## src/rtl/assert_macros.svh

```systemverilog
// Concurrent assertion helpers, clocked on clk and disabled while rst_n is low.
`ifndef ASSERT_MACROS_SVH
`define ASSERT_MACROS_SVH

// The consequent must hold in the same cycle as the antecedent.
`define ASSERT_SAME(label, ante, cons, msg) \
  label: assert property (@(posedge clk) disable iff (!rst_n) (ante) |-> (cons)) \
    else $error(msg);

// The consequent must hold in the cycle after the antecedent.
`define ASSERT_NEXT(label, ante, cons, msg) \
  label: assert property (@(posedge clk) disable iff (!rst_n) (ante) |=> (cons)) \
    else $error(msg);

`endif

```

## src/rtl/nat_pkg.sv

```systemverilog
`timescale 1ns / 1ps

package nat_pkg;

  localparam int IP_W      = 64;
  localparam int MAC_W     = 48;
  localparam int OUT_IDX_W = 4;
  localparam int ENTRY_W   = 2 * IP_W + MAC_W;

  localparam logic ACT_LOOKUP = 1'b0;
  localparam logic ACT_ADD    = 1'b1;

  localparam logic STATUS_OK   = 1'b0;
  localparam logic STATUS_FULL = 1'b1;

  typedef struct packed {
    logic             action;
    logic             match_ip;
    logic             match_mac;
    logic [IP_W-1:0]  ip_upper;
    logic [IP_W-1:0]  ip_lower;
    logic [MAC_W-1:0] mac_in;
  } nat_req_t;

  typedef struct packed {
    logic                 hit;
    logic [OUT_IDX_W-1:0] entry_index;
    logic [IP_W-1:0]      entry_ip_upper;
    logic [IP_W-1:0]      entry_ip_lower;
    logic [MAC_W-1:0]     entry_mac;
    logic                 status;
  } nat_rsp_t;

endpackage

```

## src/rtl/nat_chan_if.sv

```systemverilog
`timescale 1ns / 1ps

interface nat_chan_if #(
  parameter type payload_t = logic
) ();

  logic     valid;
  logic     ready;
  payload_t payload;

  modport source (output valid, output payload, input ready);
  modport sink (input valid, input payload, output ready);

endinterface

```

## src/rtl/nat_ram.sv

```systemverilog
`timescale 1ns / 1ps

module nat_ram #(
  parameter int WIDTH = 8,
  parameter int DEPTH = 16,
  localparam int AW = (DEPTH > 1) ? $clog2(DEPTH) : 1
) (
  input  logic             clk,
  input  logic             we,
  input  logic [AW-1:0]    waddr,
  input  logic [WIDTH-1:0] wdata,
  input  logic             re,
  input  logic [AW-1:0]    raddr,
  output logic [WIDTH-1:0] rdata
);

  logic [WIDTH-1:0] mem [DEPTH];

  always_ff @(posedge clk) begin
    if (we) begin
      mem[waddr] <= wdata;
    end
    if (re) begin
      rdata <= mem[raddr];
    end
  end

endmodule

```

## src/rtl/neighbor_address_table_unit.sv

```systemverilog
`timescale 1ns / 1ps
// Neighbor address table: IPv6 to MAC pairs held in one single-port-read memory, filled in
// order of arrival and never evicted. A lookup request returns the first entry that matches
// on IP, MAC, both or neither; an add request updates the MAC of a matching IP or appends a
// new pair, and is dropped with status full when no entry has its IP and the table holds
// TABLE_ENTRIES pairs. Requests are handled one at a time: each is accepted in idle,
// scanned from entry 0 until the first match or the last stored entry, then finished with
// its write-back, if any, and its response; the scan reads one entry per cycle from the
// memory read port. The response sits in an output register, and the unit waits before
// its write-back cycle only while an earlier response is still not taken.
module neighbor_address_table_unit #(
  parameter int TABLE_ENTRIES = 16
) (
  input logic       clk,
  input logic       rst_n,
  nat_chan_if.sink   in_req,
  nat_chan_if.source out_rsp
);

  import nat_pkg::*;

  localparam int IDX_W = (TABLE_ENTRIES > 1) ? $clog2(TABLE_ENTRIES) : 1;
  localparam int CNT_W = $clog2(TABLE_ENTRIES + 1);

  typedef enum logic [2:0] {
    ST_IDLE   = 3'b001,
    ST_SCAN   = 3'b010,
    ST_FINISH = 3'b100
  } state_t;

  state_t             state_r, state_nxt;
  logic [CNT_W-1:0]   count_r, count_nxt;
  logic [IDX_W-1:0]   cmp_ptr_r, cmp_ptr_nxt;
  nat_req_t           req_r, req_nxt;
  nat_rsp_t           res_r, res_nxt;
  logic               wr_pend_r, wr_pend_nxt;
  logic [IDX_W-1:0]   wr_addr_r, wr_addr_nxt;
  logic               cnt_inc_r, cnt_inc_nxt;
  logic               out_valid_r, out_valid_nxt;
  nat_rsp_t           out_payload_r, out_payload_nxt;

  logic               accept;
  logic               out_free;
  logic               use_ip;
  logic               use_mac;
  logic               match;
  logic               last;
  logic               scan_done;
  logic               full;
  logic               ram_we;
  logic               ram_re;
  logic [IDX_W-1:0]   ram_raddr;
  logic [ENTRY_W-1:0] ram_wdata;
  logic [ENTRY_W-1:0] ram_rdata;
  logic [IP_W-1:0]    rd_ip_upper;
  logic [IP_W-1:0]    rd_ip_lower;
  logic [MAC_W-1:0]   rd_mac;

  nat_ram #(
    .WIDTH (ENTRY_W),
    .DEPTH (TABLE_ENTRIES)
  ) u_ram (
    .clk   (clk),
    .we    (ram_we),
    .waddr (wr_addr_r),
    .wdata (ram_wdata),
    .re    (ram_re),
    .raddr (ram_raddr),
    .rdata (ram_rdata)
  );

  assign in_req.ready    = (state_r == ST_IDLE);
  assign out_rsp.valid   = out_valid_r;
  assign out_rsp.payload = out_payload_r;

  assign accept   = in_req.valid && in_req.ready;
  assign out_free = !out_valid_r || out_rsp.ready;

  assign {rd_ip_upper, rd_ip_lower, rd_mac} = ram_rdata;
  assign ram_wdata = {req_r.ip_upper, req_r.ip_lower, req_r.mac_in};

  assign use_ip  = (req_r.action == ACT_ADD) || req_r.match_ip;
  assign use_mac = (req_r.action == ACT_LOOKUP) && req_r.match_mac;

  assign match = (count_r != '0)
              && (!use_ip || (rd_ip_upper == req_r.ip_upper && rd_ip_lower == req_r.ip_lower))
              && (!use_mac || rd_mac == req_r.mac_in);
  assign last      = (CNT_W'(cmp_ptr_r) + CNT_W'(1)) >= count_r;
  assign scan_done = (state_r == ST_SCAN) && (match || last);
  assign full      = (count_r == CNT_W'(TABLE_ENTRIES));

  assign ram_re    = accept || ((state_r == ST_SCAN) && !scan_done);
  assign ram_raddr = (state_r == ST_IDLE) ? '0 : cmp_ptr_r + IDX_W'(1);
  assign ram_we    = (state_r == ST_FINISH) && out_free && wr_pend_r;

  always_comb begin
    state_nxt       = state_r;
    cmp_ptr_nxt     = cmp_ptr_r;
    req_nxt         = req_r;
    count_nxt       = count_r;
    out_valid_nxt   = out_valid_r && !out_rsp.ready;
    out_payload_nxt = out_payload_r;
    unique case (state_r)
      ST_IDLE: begin
        if (accept) begin
          state_nxt   = ST_SCAN;
          cmp_ptr_nxt = '0;
          req_nxt     = in_req.payload;
        end
      end
      ST_SCAN: begin
        if (scan_done) begin
          state_nxt = ST_FINISH;
        end else begin
          cmp_ptr_nxt = cmp_ptr_r + IDX_W'(1);
        end
      end
      ST_FINISH: begin
        if (out_free) begin
          state_nxt       = ST_IDLE;
          out_valid_nxt   = 1'b1;
          out_payload_nxt = res_r;
          if (cnt_inc_r) begin
            count_nxt = count_r + CNT_W'(1);
          end
        end
      end
      default: begin
        state_nxt = ST_IDLE;
      end
    endcase
  end

  always_comb begin
    res_nxt     = res_r;
    wr_pend_nxt = wr_pend_r;
    wr_addr_nxt = wr_addr_r;
    cnt_inc_nxt = cnt_inc_r;
    if (scan_done) begin
      res_nxt     = '0;
      wr_pend_nxt = 1'b0;
      wr_addr_nxt = cmp_ptr_r;
      cnt_inc_nxt = 1'b0;
      priority if (match) begin
        res_nxt.hit            = 1'b1;
        res_nxt.entry_index    = OUT_IDX_W'(cmp_ptr_r);
        res_nxt.entry_ip_upper = rd_ip_upper;
        res_nxt.entry_ip_lower = rd_ip_lower;
        res_nxt.entry_mac      = (req_r.action == ACT_ADD) ? req_r.mac_in : rd_mac;
        wr_pend_nxt            = (req_r.action == ACT_ADD);
      end else if (req_r.action == ACT_ADD && !full) begin
        res_nxt.entry_index    = OUT_IDX_W'(count_r);
        res_nxt.entry_ip_upper = req_r.ip_upper;
        res_nxt.entry_ip_lower = req_r.ip_lower;
        res_nxt.entry_mac      = req_r.mac_in;
        wr_pend_nxt            = 1'b1;
        wr_addr_nxt            = IDX_W'(count_r);
        cnt_inc_nxt            = 1'b1;
      end else if (req_r.action == ACT_ADD) begin
        res_nxt.status = STATUS_FULL;
      end else begin
        res_nxt.status = STATUS_OK;
      end
    end
  end

  always_ff @(posedge clk) begin
    if (!rst_n) begin
      state_r     <= ST_IDLE;
      count_r     <= '0;
      out_valid_r <= 1'b0;
      wr_pend_r   <= 1'b0;
      cnt_inc_r   <= 1'b0;
    end else begin
      state_r     <= state_nxt;
      count_r     <= count_nxt;
      out_valid_r <= out_valid_nxt;
      wr_pend_r   <= wr_pend_nxt;
      cnt_inc_r   <= cnt_inc_nxt;
    end
  end

  always_ff @(posedge clk) begin
    cmp_ptr_r     <= cmp_ptr_nxt;
    req_r         <= req_nxt;
    res_r         <= res_nxt;
    wr_addr_r     <= wr_addr_nxt;
    out_payload_r <= out_payload_nxt;
  end

`include "assert_macros.svh"

  `ASSERT_SAME(a_count_bound, 1'b1, count_r <= CNT_W'(TABLE_ENTRIES), "Entry count above table size")
  `ASSERT_SAME(a_full_drop, out_valid_r && out_payload_r.status == STATUS_FULL, full, "Full drop reported on a table with room")
  `ASSERT_NEXT(a_scan_count, state_r == ST_SCAN, count_r == $past(count_r), "Entry count changed during a scan")
  `ASSERT_SAME(a_write_idle_out, ram_we, state_nxt == ST_IDLE && out_valid_nxt, "Table written without a response")

endmodule
```

## src/flat_wrapper.sv

```systemverilog
// flat-port wrapper written by rule: the top's interface ports become plain ports
module neighbor_address_table_unit_flat import nat_pkg::*;
#(
  parameter int TABLE_ENTRIES = 16
)
  (clk, rst_n, in_req_valid, in_req_payload, in_req_ready, out_rsp_valid, out_rsp_payload, out_rsp_ready);
  nat_chan_if in_req_i ();
  nat_chan_if out_rsp_i ();
  input logic clk;
  input logic rst_n;
  input wire logic [$bits(in_req_i.valid)-1:0] in_req_valid;
  input wire logic [$bits(in_req_i.payload)-1:0] in_req_payload;
  output wire logic [$bits(in_req_i.ready)-1:0] in_req_ready;
  output wire logic [$bits(out_rsp_i.valid)-1:0] out_rsp_valid;
  output wire logic [$bits(out_rsp_i.payload)-1:0] out_rsp_payload;
  input wire logic [$bits(out_rsp_i.ready)-1:0] out_rsp_ready;
  assign in_req_i.valid = in_req_valid;
  assign in_req_i.payload = in_req_payload;
  assign in_req_ready = in_req_i.ready;
  assign out_rsp_valid = out_rsp_i.valid;
  assign out_rsp_payload = out_rsp_i.payload;
  assign out_rsp_i.ready = out_rsp_ready;
  neighbor_address_table_unit #(.TABLE_ENTRIES(TABLE_ENTRIES)) u_core (.clk(clk), .rst_n(rst_n), .in_req(in_req_i), .out_rsp(out_rsp_i));
endmodule
```

## config.mk

```make
export PLATFORM = sky130hd
export DESIGN_NAME = neighbor_address_table_unit_flat
export DESIGN_NICKNAME = d
export VERILOG_FILES = /design/src/rtl/nat_pkg.sv /design/src/rtl/nat_chan_if.sv /design/src/rtl/nat_ram.sv /design/src/rtl/neighbor_address_table_unit.sv /design/src/flat_wrapper.sv
export VERILOG_INCLUDE_DIRS = /design/src /design/src/rtl
export SDC_FILE = /design/constraint.sdc
export NUM_CORES = 1
export LEC_CHECK = 0
export BUFFER_PORTS_ARGS = -buffer_cell sky130_fd_sc_hd__buf_4
export CAP_MARGIN = 20
export CELL_PAD_IN_SITES_DETAIL_PLACEMENT = 0
export CELL_PAD_IN_SITES_GLOBAL_PLACEMENT = 1
export CORE_AREA = 2 2 39 41
export CTS_BUF_LIST = sky130_fd_sc_hd__clkbuf_8
export CTS_CLUSTER_DIAMETER = 100
export DETAILED_ROUTE_END_ITERATION = 7
export DIE_AREA = 0 0 41 43
export PLACE_DENSITY = 0.43
export SYNTH_ARGS = -nofsm -noshare
export SYNTH_HDL_FRONTEND = slang
export SYNTH_SLANG_ARGS = --single-unit
```

## constraint.sdc

```tcl
create_clock -name clk -period 1 [get_ports clk]
set_input_delay 0.2 -clock clk [delete_from_list [all_inputs] [get_ports clk]]
set_output_delay 0.2 -clock clk [all_outputs]
set_load 0.1 [all_outputs]
```

# Word-level counts from Yosys, hierarchy flattened
# Cells that the tools add are included.
[totals]
regBits = 8
inputBits = 5
out_inout_bits = 3
elab_cells = 31
[classes]
n_addsub = 2
magnitude_cmp = 1
n_eq_ne = 7
mux = 9
n_reduce_logical = 9
[op_table]
columns = ["operator", "n"]
rows = [
  ["3-bit two-way mux", 3],
  ["3-bit case mux with 3 select lines", 1],
  ["4-bit two-way mux", 2],
  ["4-bit case mux with 2 select lines", 1],
  ["3-bit AND reduction", 2],
  ["4-bit by 1-bit adder with 5-bit output, second input constant", 1],
  ["5-bit by 1-bit greater-or-equal comparator with 1-bit output, second input constant", 1],
  ["4-bit by 1-bit adder with 4-bit output, second input constant", 1],
  ["2-bit by 1-bit != test with 1-bit output, second input constant", 2],
  ["2-bit != test, second input constant", 2],
  ["3-bit by 1-bit equality test with 1-bit output, second input constant", 1],
  ["3-bit by 2-bit equality test with 1-bit output, second input constant", 1],
  ["3-bit equality test, second input constant", 1],
  ["1-bit logical AND", 3],
  ["1-bit logical NOT", 2],
  ["1-bit two-way mux", 2],
  ["2-bit nonzero test", 1],
  ["1-bit logical OR", 1],
]

# Longest topological paths before layout
# Gate-level depths: netlist of run 1.
[depth]
depth_word = 5
depth_mapped = 3
ltp_nobuf = 3

# Least setup slack after synthesis of run 1
# No wires, ideal clock.
[synth_timing]
path_type = "reg-to-reg"
start = "register u_core.state_r[0]"
end = "register u_core.state_r[0]"
setup_ns = 0.115
arrival_time_ns = 1.910
required_time_ns = 0.885
slack_ns = -1.025
path_stages_with_launch = 4
path_buffers = 0
synth_period_minus_slack_ns = 2.025
path_cell_list = "dfxtp_1 nor3b_2 nand2_1 a21bo_1"
[synth_between]
elab_chain_cells = 4
elab_cells_between_ends = 10
cone_classes = "6 x eq/ne; 1 x mux; 3 x reduce/logical"
[synth_lines]
columns = ["element", "line", "rtl"]
rows = [
  ["start: declaration", "neighbor_address_table_unit.sv:31", "state_t state_r, state_nxt;"],
  ["start signal: assignment", "neighbor_address_table_unit.sv:175", "state_r <= state_nxt;"],
  ["3-bit by 1-bit equality test with 1-bit output (*)", "neighbor_address_table_unit.sv:72", "assign in_req.ready = (state_r == ST_IDLE);"],
  ["net in_req_ready", "flat_wrapper.sv:13", "output wire logic [$bits(in_req_i.ready)-1:0] in_req_ready;"],
  ["1-bit logical AND", "neighbor_address_table_unit.sv:76", "assign accept = in_req.valid && in_req.ready;"],
  ["2-bit != test (no line)", "--", ""],
  ["3-bit AND reduction (no line)", "--", ""],
]
# The timed path passes the listed nets; every way through them passes the cells marked *.
# A chain may end at the register's enable or synchronous reset.

# Final worst setup path of run 1
[layout_timing]
start = "register u_core.state_r[1]"
end = "output port in_req_ready"
[layout_between]
elab_chain_cells = 1
[layout_lines]
columns = ["element", "line"]
rows = [
  ["3-bit by 1-bit equality test with 1-bit output", "neighbor_address_table_unit.sv:72"],
  ["end: declaration", "flat_wrapper.sv:13"],
]
# No other way between the ends.

==> reports/qor.csv, run 1 <==
stage,metric,value,unit
outcome,status,finished with violations,
outcome,violations,setup timing,
yosys,synth_area_leaders,"dfxtp_1 43%, and4bb_1 6.7%, nor3b_2 6.7%",
yosys,syn_inst,19,
global_routing,grt_pass1_vias,178,
min_path,worstHoldPathType,primary input to flip-flop,
timing,hold_violations,0,
placed_design,hpwl,310,µm
setup_path,crit_type,flip-flop to primary output,
yosys,synth.distinct_cells,16,
route,vias_per_cell,3.65,
global_routing,grt.overflow.total,0,
clocking,clock-sinks,4,
clocking,htreeDepth,1,
global_routing,top_usage_layer,met2,
setup_path,critPathMaxFanout,3,
timing,fin_crit_sh,1.20,
pwr,vdd_ir_drop_max,0.000524,V
yosys,synth_area,186,µm²
cells_and_area,layout_commonest_cell,buf_4,
floorplan,start_util,0.135,
global_routing,grt_pass1_wl,634,µm
setup_path,crit_required,800,ps
timing,holdWs,208,ps
timing,worst_slack,-204,ps
pwr,p_leak,0.000157,µW
route,vias,168,
global_routing,grt_max_degree,5,
floorplan,ioPinCount,8,
floorplan,die_h,43,µm
route,drtIter0Drc,1,
timing,skew,4.75,ps
cells_and_area,area_delta_synth_final,79.2,%
placed_design,portBuffers,5,
pwr,finalPower,651,µW
yosys,synth.avg_cell_area,9.81,µm²
clocking,cts_max_path_buffers,2,
route,dr.pass1.iters,2,
cells_and_area,multi_input_area,101,µm²
cells_and_area,fin_cells,46,
yosys,synth_top_area_frac,0.430,
timing,grt_setup_unrepaired,yes,
clocking,cts_buffers,3,
cells_and_area,n_fill_cell,150,
clocking,path_clk_slew,30,ps
cells_and_area,n_antenna_cell,0,
setup_path,cp-start-kind,flip-flop,
floorplan,core-area,1380,µm²
timing,fmax,830,MHz
pwr,p_per_area,1950,nW/µm²
floorplan,row_count,14,
yosys,synth-seq-cells,4,
floorplan,fp.dieW,41,µm
clocking,insertion_delay,220,ps
cells_and_area,drive_gt1_frac,0.567,
global_routing,use_met1,0.0450,
timing,fin_crit,1200,ps
clocking,cts_tree,done,
timing,setup_tns,-255,ps
timing,drv_slew,0,
route,ant_nets,0,
yosys,syn-num-nets,24,
cells_and_area,final-seq-area,87.6,µm²
setup_path,cp.arrival,1000,ps
global_routing,met3_usage,0.0366,
global_routing,groute.layer.met2.usage,0.0906,
route,avgRoutedWirePerCell,9.15,µm
yosys,yosys_warnings,0,
cells_and_area,fin_util,0.241,
placed_design,place.gp.congestion,0.615,
placed_design,placed_cells,41,
timing,setup_viol_count_final,2,
cells_and_area,layout_common_cells,"6 x buf_4, 3 x clkbuf_8, 3 x dfxtp_2",
global_routing,antenna_found_initial,0,
yosys,synth_seq_area_share,0.430,
setup_path,end_kind,primary output,
run,max_cap_violations,0,
yosys,synth_area_leader_cell,dfxtp_1,
clocking,cts-root-buf,clkbuf_8,
cells_and_area,final_nets,36,
route,post-route-drc-count,0,
clocking,ctsHoldBuffers,0,
floorplan,die_area,1760,µm²
route,routed_wl,421,µm
global_routing,grt_usage,0.0622,
[worst max-delay path, stage by stage (launching register included)]
cell     delay (ps)
dfxtp_2         330
nor3b_4         250
buf_12          210
[metal layers]
metal	up-vias	wire [µm]
met1	78	152
li1	84	-
met3	0	31
met5	-	0
met4	0	0
met2	6	237
[cell type report]
type,instances,share of cell area
flip-flops and latches,4,0.262
clock inverters,1,0.0112
well taps,16,0.0599
multi-input cells,13,0.303
repair buffers,8,0.228
clock buffers,3,0.124
inverters,1,0.0112
[metrics by stage]
| stage | area [µm²] | setup slack [ps] |
|---|---|---|
| 6_report | 334 | -204 |
| 5_1_grt | 334 | -259 |
| 4_1_cts | 327 | -245 |
| 3_5_place_dp | 264 | -67.1 |
| 3_3_place_gp | 264 | -70.8 |
| 2_1_floorplan | 199 | -604 |
[power breakdown]
group | switching [µW] | total [µW] | internal (µW)
logic | 74.5 | 130 | 55.1
clock network | 88.0 | 350 | 262
registers | 5.41 | 171 | 166
total | 168 | 651 | 483
[synth_stat cells]
| library cell | instances |
|---|---|
| and4bb_1 | 1 |
| and3_1 | 1 |
| nand2_1 | 1 |
| nor2b_1 | 1 |
| inv_1 | 1 |
| and2b_2 | 1 |
| nor3b_1 | 1 |
| buf_4 | 1 |
| a21bo_1 | 1 |
| o21bai_1 | 1 |
| nor3_1 | 1 |
| nor3b_2 | 1 |
| conb_1 | 1 |
| o21a_1 | 1 |
| nor2_1 | 1 |
| dfxtp_1 | 4 |
[what timing repair did]
| action | CTS | global route |
|---|---|---|
| buffers inserted | 0 | 1 |
| pin swaps | 1 | 1 |
| gates resized for setup | 5 | 0 |
| endpoints found under the setup margin | 3 | 2 |
[flip-flops by register name, indices dropped and copies added (netlist names)]
signal	count
u_core.state_r	3
u_core.out_rsp.valid	1
[worst paths after layout]
| check | from | end | slack [ps] | cells past startpoint |
|---|---|---|---|---|
| max | u_core.state_r[1] | in_req_ready | -200 | 2 |
| min | rst_n | u_core.out_rsp.valid | 210 | 2 |
| max reg2reg | u_core.state_r[1] | u_core.state_r[0] | -50 | 4 |
| min reg2reg | u_core.state_r[0] | u_core.state_r[2] | 500 | 2 |
[cells by family (layout without fill, tap and decap cells)]
family	after synthesis	in the layout	synth area share
other	1	1	0.0201
flip-flops	4	4	0.430
AO/OA/AOI/OAI	3	3	0.134
buffers and inverters	2	13	0.0604
AND/OR/NAND/NOR	9	9	0.356
No activity file was read; power rests on OpenSTA's default activity.
==> run 2: changes to the inputs <==
--- a/config.mk
+++ b/config.mk
@@ -16,6 +16,7 @@
 export DETAILED_ROUTE_END_ITERATION = 7
 export DIE_AREA = 0 0 41 43
 export PLACE_DENSITY = 0.43
+export SKIP_CTS_REPAIR_TIMING = 1
 export SYNTH_ARGS = -nofsm -noshare
 export SYNTH_HDL_FRONTEND = slang
 export SYNTH_SLANG_ARGS = --single-unit
==> reports/qor.csv, run 2 (synthesis results as in run 1) <==
stage,metric,value,unit
outcome,status,finished with violations,
outcome,violations,setup timing,
floorplan,ioPinCount,8,
placed_design,hpwl,310,µm
route,routed_wl,424,µm
route,vias_per_cell,3.61,
clocking,cts_tree,done,
floorplan,fp.dieW,41,µm
floorplan,die_area,1760,µm²
global_routing,grt_usage,0.0572,
route,avgRoutedWirePerCell,9.22,µm
setup_path,cp-start-kind,flip-flop,
timing,holdWs,208,ps
global_routing,grt.overflow.total,0,
cells_and_area,layout_commonest_cell,buf_4,
timing,skew,4.75,ps
cells_and_area,fin_cells,46,
setup_path,critPathMaxFanout,4,
global_routing,grt_pass1_wl,593,µm
pwr,p_leak,0.000157,µW
clocking,cts-root-buf,clkbuf_8,
pwr,vdd_ir_drop_max,0.000524,V
setup_path,end_kind,primary output,
cells_and_area,area_delta_synth_final,79.2,%
run,max_cap_violations,0,
min_path,worstHoldPathType,primary input to flip-flop,
clocking,cts_buffers,3,
cells_and_area,drive_gt1_frac,0.567,
setup_path,cp.arrival,1020,ps
cells_and_area,regMostFlops,u_core.state_r,
global_routing,grt_max_degree,5,
route,ant_nets,0,
pwr,p_per_area,1950,nW/µm²
timing,setup_viol_count_final,2,
floorplan,die_h,43,µm
clocking,cts_max_path_buffers,2,
timing,drv_slew,0,
placed_design,portBuffers,5,
timing,grt_setup_unrepaired,yes,
timing,setup_tns,-286,ps
cells_and_area,n_antenna_cell,0,
route,post-route-drc-count,0,
global_routing,grt_pass1_vias,169,
placed_design,place.gp.congestion,0.615,
placed_design,placed_cells,41,
setup_path,crit_type,flip-flop to primary output,
route,drtIter0Drc,1,
timing,fin_crit,1220,ps
clocking,insertion_delay,220,ps
timing,worst_slack,-220,ps
cells_and_area,fin_util,0.241,
floorplan,start_util,0.135,
timing,fmax,820,MHz
cells_and_area,layout_common_cells,"6 x buf_4, 3 x clkbuf_8, 3 x dfxtp_2",
global_routing,antenna_found_initial,0,
route,dr.pass1.iters,2,
timing,hold_violations,0,
cells_and_area,largest_reg_flops,3,
clocking,htreeDepth,1,
timing,fin_crit_sh,1.22,
route,vias,166,
setup_path,crit_required,800,ps
floorplan,row_count,14,
clocking,clock-sinks,4,
clocking,path_clk_slew,30,ps
floorplan,core-area,1380,µm²
cells_and_area,final_nets,36,
[run 2: per-layer routing]
layer / track usage / part of all wire
met5: 0 / 0
met1: 0.0450 / 0.36
met3: 0.0366 / 0.073
met4: 0.0800 / 0
met2: 0.0750 / 0.56
[run 2: worst max-delay path, stage by stage, from the launching register on]
cell and delay [ps]:
dfxtp_2 330, nor3b_4 250, buf_12 210
[run 2: per-stage QoR]
stage | setup WS (ps) | power [µW] | instance area [µm²]
after floorplan | -604 | 254 | 199
after global placement | -70.8 | 281 | 264
final | -220 | 650 | 334
after global routing | -271 | 677 | 334
after detailed placement | -67.1 | 281 | 264
after CTS | -309 | 640 | 309
[run 2: worst paths after layout]
path,from,to,slack [ps],cells past startpoint
setup / recovery,u_core.state_r[2],in_req_ready,-220,2
hold / removal,rst_n,u_core.out_rsp.valid,210,2
setup reg to reg,u_core.state_r[2],u_core.state_r[0],-70,4
hold reg to reg,u_core.state_r[0],u_core.state_r[2],500,2
[run 2: where the power goes]
group          switching, µW  leakage, µW  internal (µW)
Combinational           74.5    0.0000959           54.6
Sequential              5.51    0.0000340            166
Clock                   88.0    0.0000269            262
[run 2: layout make-up]
cell class,instances,area (µm²)
clock inverters,1,3.75
flip-flops and latches,4,87.6
multi-input cells,13,101
well taps,16,20.0
repair buffers,8,76.3
fillers,150,1050
clock buffers,3,41.3
inverters,1,3.75
==> run 3: changes to the inputs <==
==> constraint.sdc (replaced) <==
create_clock -name clk -period 1.5 [get_ports clk]
set_input_delay 0.3 -clock clk [delete_from_list [all_inputs] [get_ports clk]]
set_output_delay 0.3 -clock clk [all_outputs]
set_load 0.1 [all_outputs]
==> reports/qor.csv, run 3 (synthesis results as in run 1) <==
stage,metric,value,unit
outcome,status,"complete, no violations",
pwr,finalPower,402,µW
pwr,p_leak,0.000131,µW
min_path,worstHoldPathType,primary input to flip-flop,
min_path,min_path_cells,2,
cells_and_area,final-seq-area,83.8,µm²
setup_path,cp.arrival,1090,ps
clocking,cts-root-buf,clkbuf_8,
clocking,path_clk_slew,30,ps
clocking,clock-sinks,4,
cells_and_area,n_antenna_cell,0,
floorplan,die_h,43,µm
timing,fmax,722,MHz
cells_and_area,layout_commonest_cell,buf_4,
route,post-route-drc-count,0,
cells_and_area,regMostFlops,u_core.state_r,
cells_and_area,drive_gt1_frac,0.500,
cells_and_area,largest_reg_flops,3,
placed_design,hpwl,274,µm
timing,hold_violations,0,
floorplan,fp.dieW,41,µm
setup_path,crit_type,flip-flop to primary output,
clocking,htreeDepth,1,
placed_design,placed_cells,39,
timing,setup_viol_count_final,0,
timing,drv_slew,0,
pwr,p_per_area,1400,nW/µm²
global_routing,antenna_found_initial,0,
route,ant_nets,0,
route,vias_per_cell,3.38,
route,drtIter0Drc,0,
clocking,cts_max_path_buffers,2,
floorplan,row_count,14,
clocking,cts_tree,done,
setup_path,end_kind,primary output,
global_routing,grt_pass1_vias,158,
timing,fin_crit,1390,ps
global_routing,grt_pass1_wl,593,µm
global_routing,grt_usage,0.0572,
timing,holdWs,315,ps
timing,grt_setup_unrepaired,no,
cells_and_area,final_nets,33,
cells_and_area,multi_input_area,101,µm²
setup_path,crit_required,1200,ps
timing,worst_slack,115,ps
clocking,cts_buffers,3,
cells_and_area,area_delta_synth_final,54.4,%
route,vias,142,
cells_and_area,layout_common_cells,"5 x buf_4, 3 x clkbuf_8, 3 x dfxtp_2",
setup_path,ff2ff_path_depth,3,
timing,fin_crit_sh,0.924,
setup_path,critPathMaxFanout,4,
run,max_cap_violations,0,
placed_design,portBuffers,5,
cells_and_area,n_fill_cell,157,
floorplan,die_area,1760,µm²
floorplan,ioPinCount,8,
placed_design,place.gp.congestion,0.650,
route,avgRoutedWirePerCell,8.12,µm
setup_path,reg2reg_slack,490,ps
floorplan,start_util,0.135,
pwr,vdd_ir_drop_max,0.000405,V
setup_path,cp-start-kind,flip-flop,
clocking,insertion_delay,210,ps
cells_and_area,fin_cells,42,
route,dr.pass1.iters,1,
floorplan,core-area,1380,µm²
global_routing,grt.overflow.total,0,
timing,skew,2.20,ps
route,routed_wl,341,µm
placed_design,place_ws,330,ps
global_routing,grt_max_degree,5,
==> run 3: changes by cell type in the layout (fill, tap and decap cells not counted) <==
| cell | change |
|---|---|
| buf_12 | -1 |
| buf_4 | -1 |
| buf_6 | -1 |
| dfxtp_1 | +1 |
| dfxtp_4 | -1 |
| inv_1 | -1 |
==> run 3: worst paths after layout <==
kind                     endpoint              start
max reg2reg     u_core.state_r[0]  u_core.state_r[2]
max                  in_req_ready  u_core.state_r[2]
min          u_core.out_rsp.valid              rst_n
min reg2reg     u_core.state_r[2]  u_core.state_r[0]
==> run 3: report_power, final <==
part | switching, µW | leakage (µW) | internal [µW]
clock | 49.7 | 0.0000216 | 171
sequential | 4.66 | 0.0000332 | 112
combinational | 43.8 | 0.0000758 | 20.7
==> run 3: area by class of cell <==
cell class / count / area share
clock buffer: 3 / 0.143
sequential: 4 / 0.291
inverter: 1 / 0.0130
timing repair buffer: 5 / 0.130
multi-input combinational: 13 / 0.352
tap: 16 / 0.0696
==> run 3: through the flow <==
step	area (µm²)	util	setup TNS (ps)
CTS	288	0.208	0
detailed placement	246	0.178	0
finish	288	0.208	0
global route	288	0.208	0
global placement	246	0.178	0
floorplan	196	-	-138
==> run 3: worst max-delay path: stages, from the launching register on <==
cell	delay, ps
dfxtp_1	340
nor3b_4	210
buf_4	320
==> run 3: layer usage <==
layer / up-vias / global-route usage / share of wire
met5: - / 0 / 0
met4: 0 / 0.0800 / 0
met3: 0 / 0.0314 / 0.11
met2: 6 / 0.0625 / 0.43
met1: 60 / 0.0609 / 0.46
li1: 76 / - / -
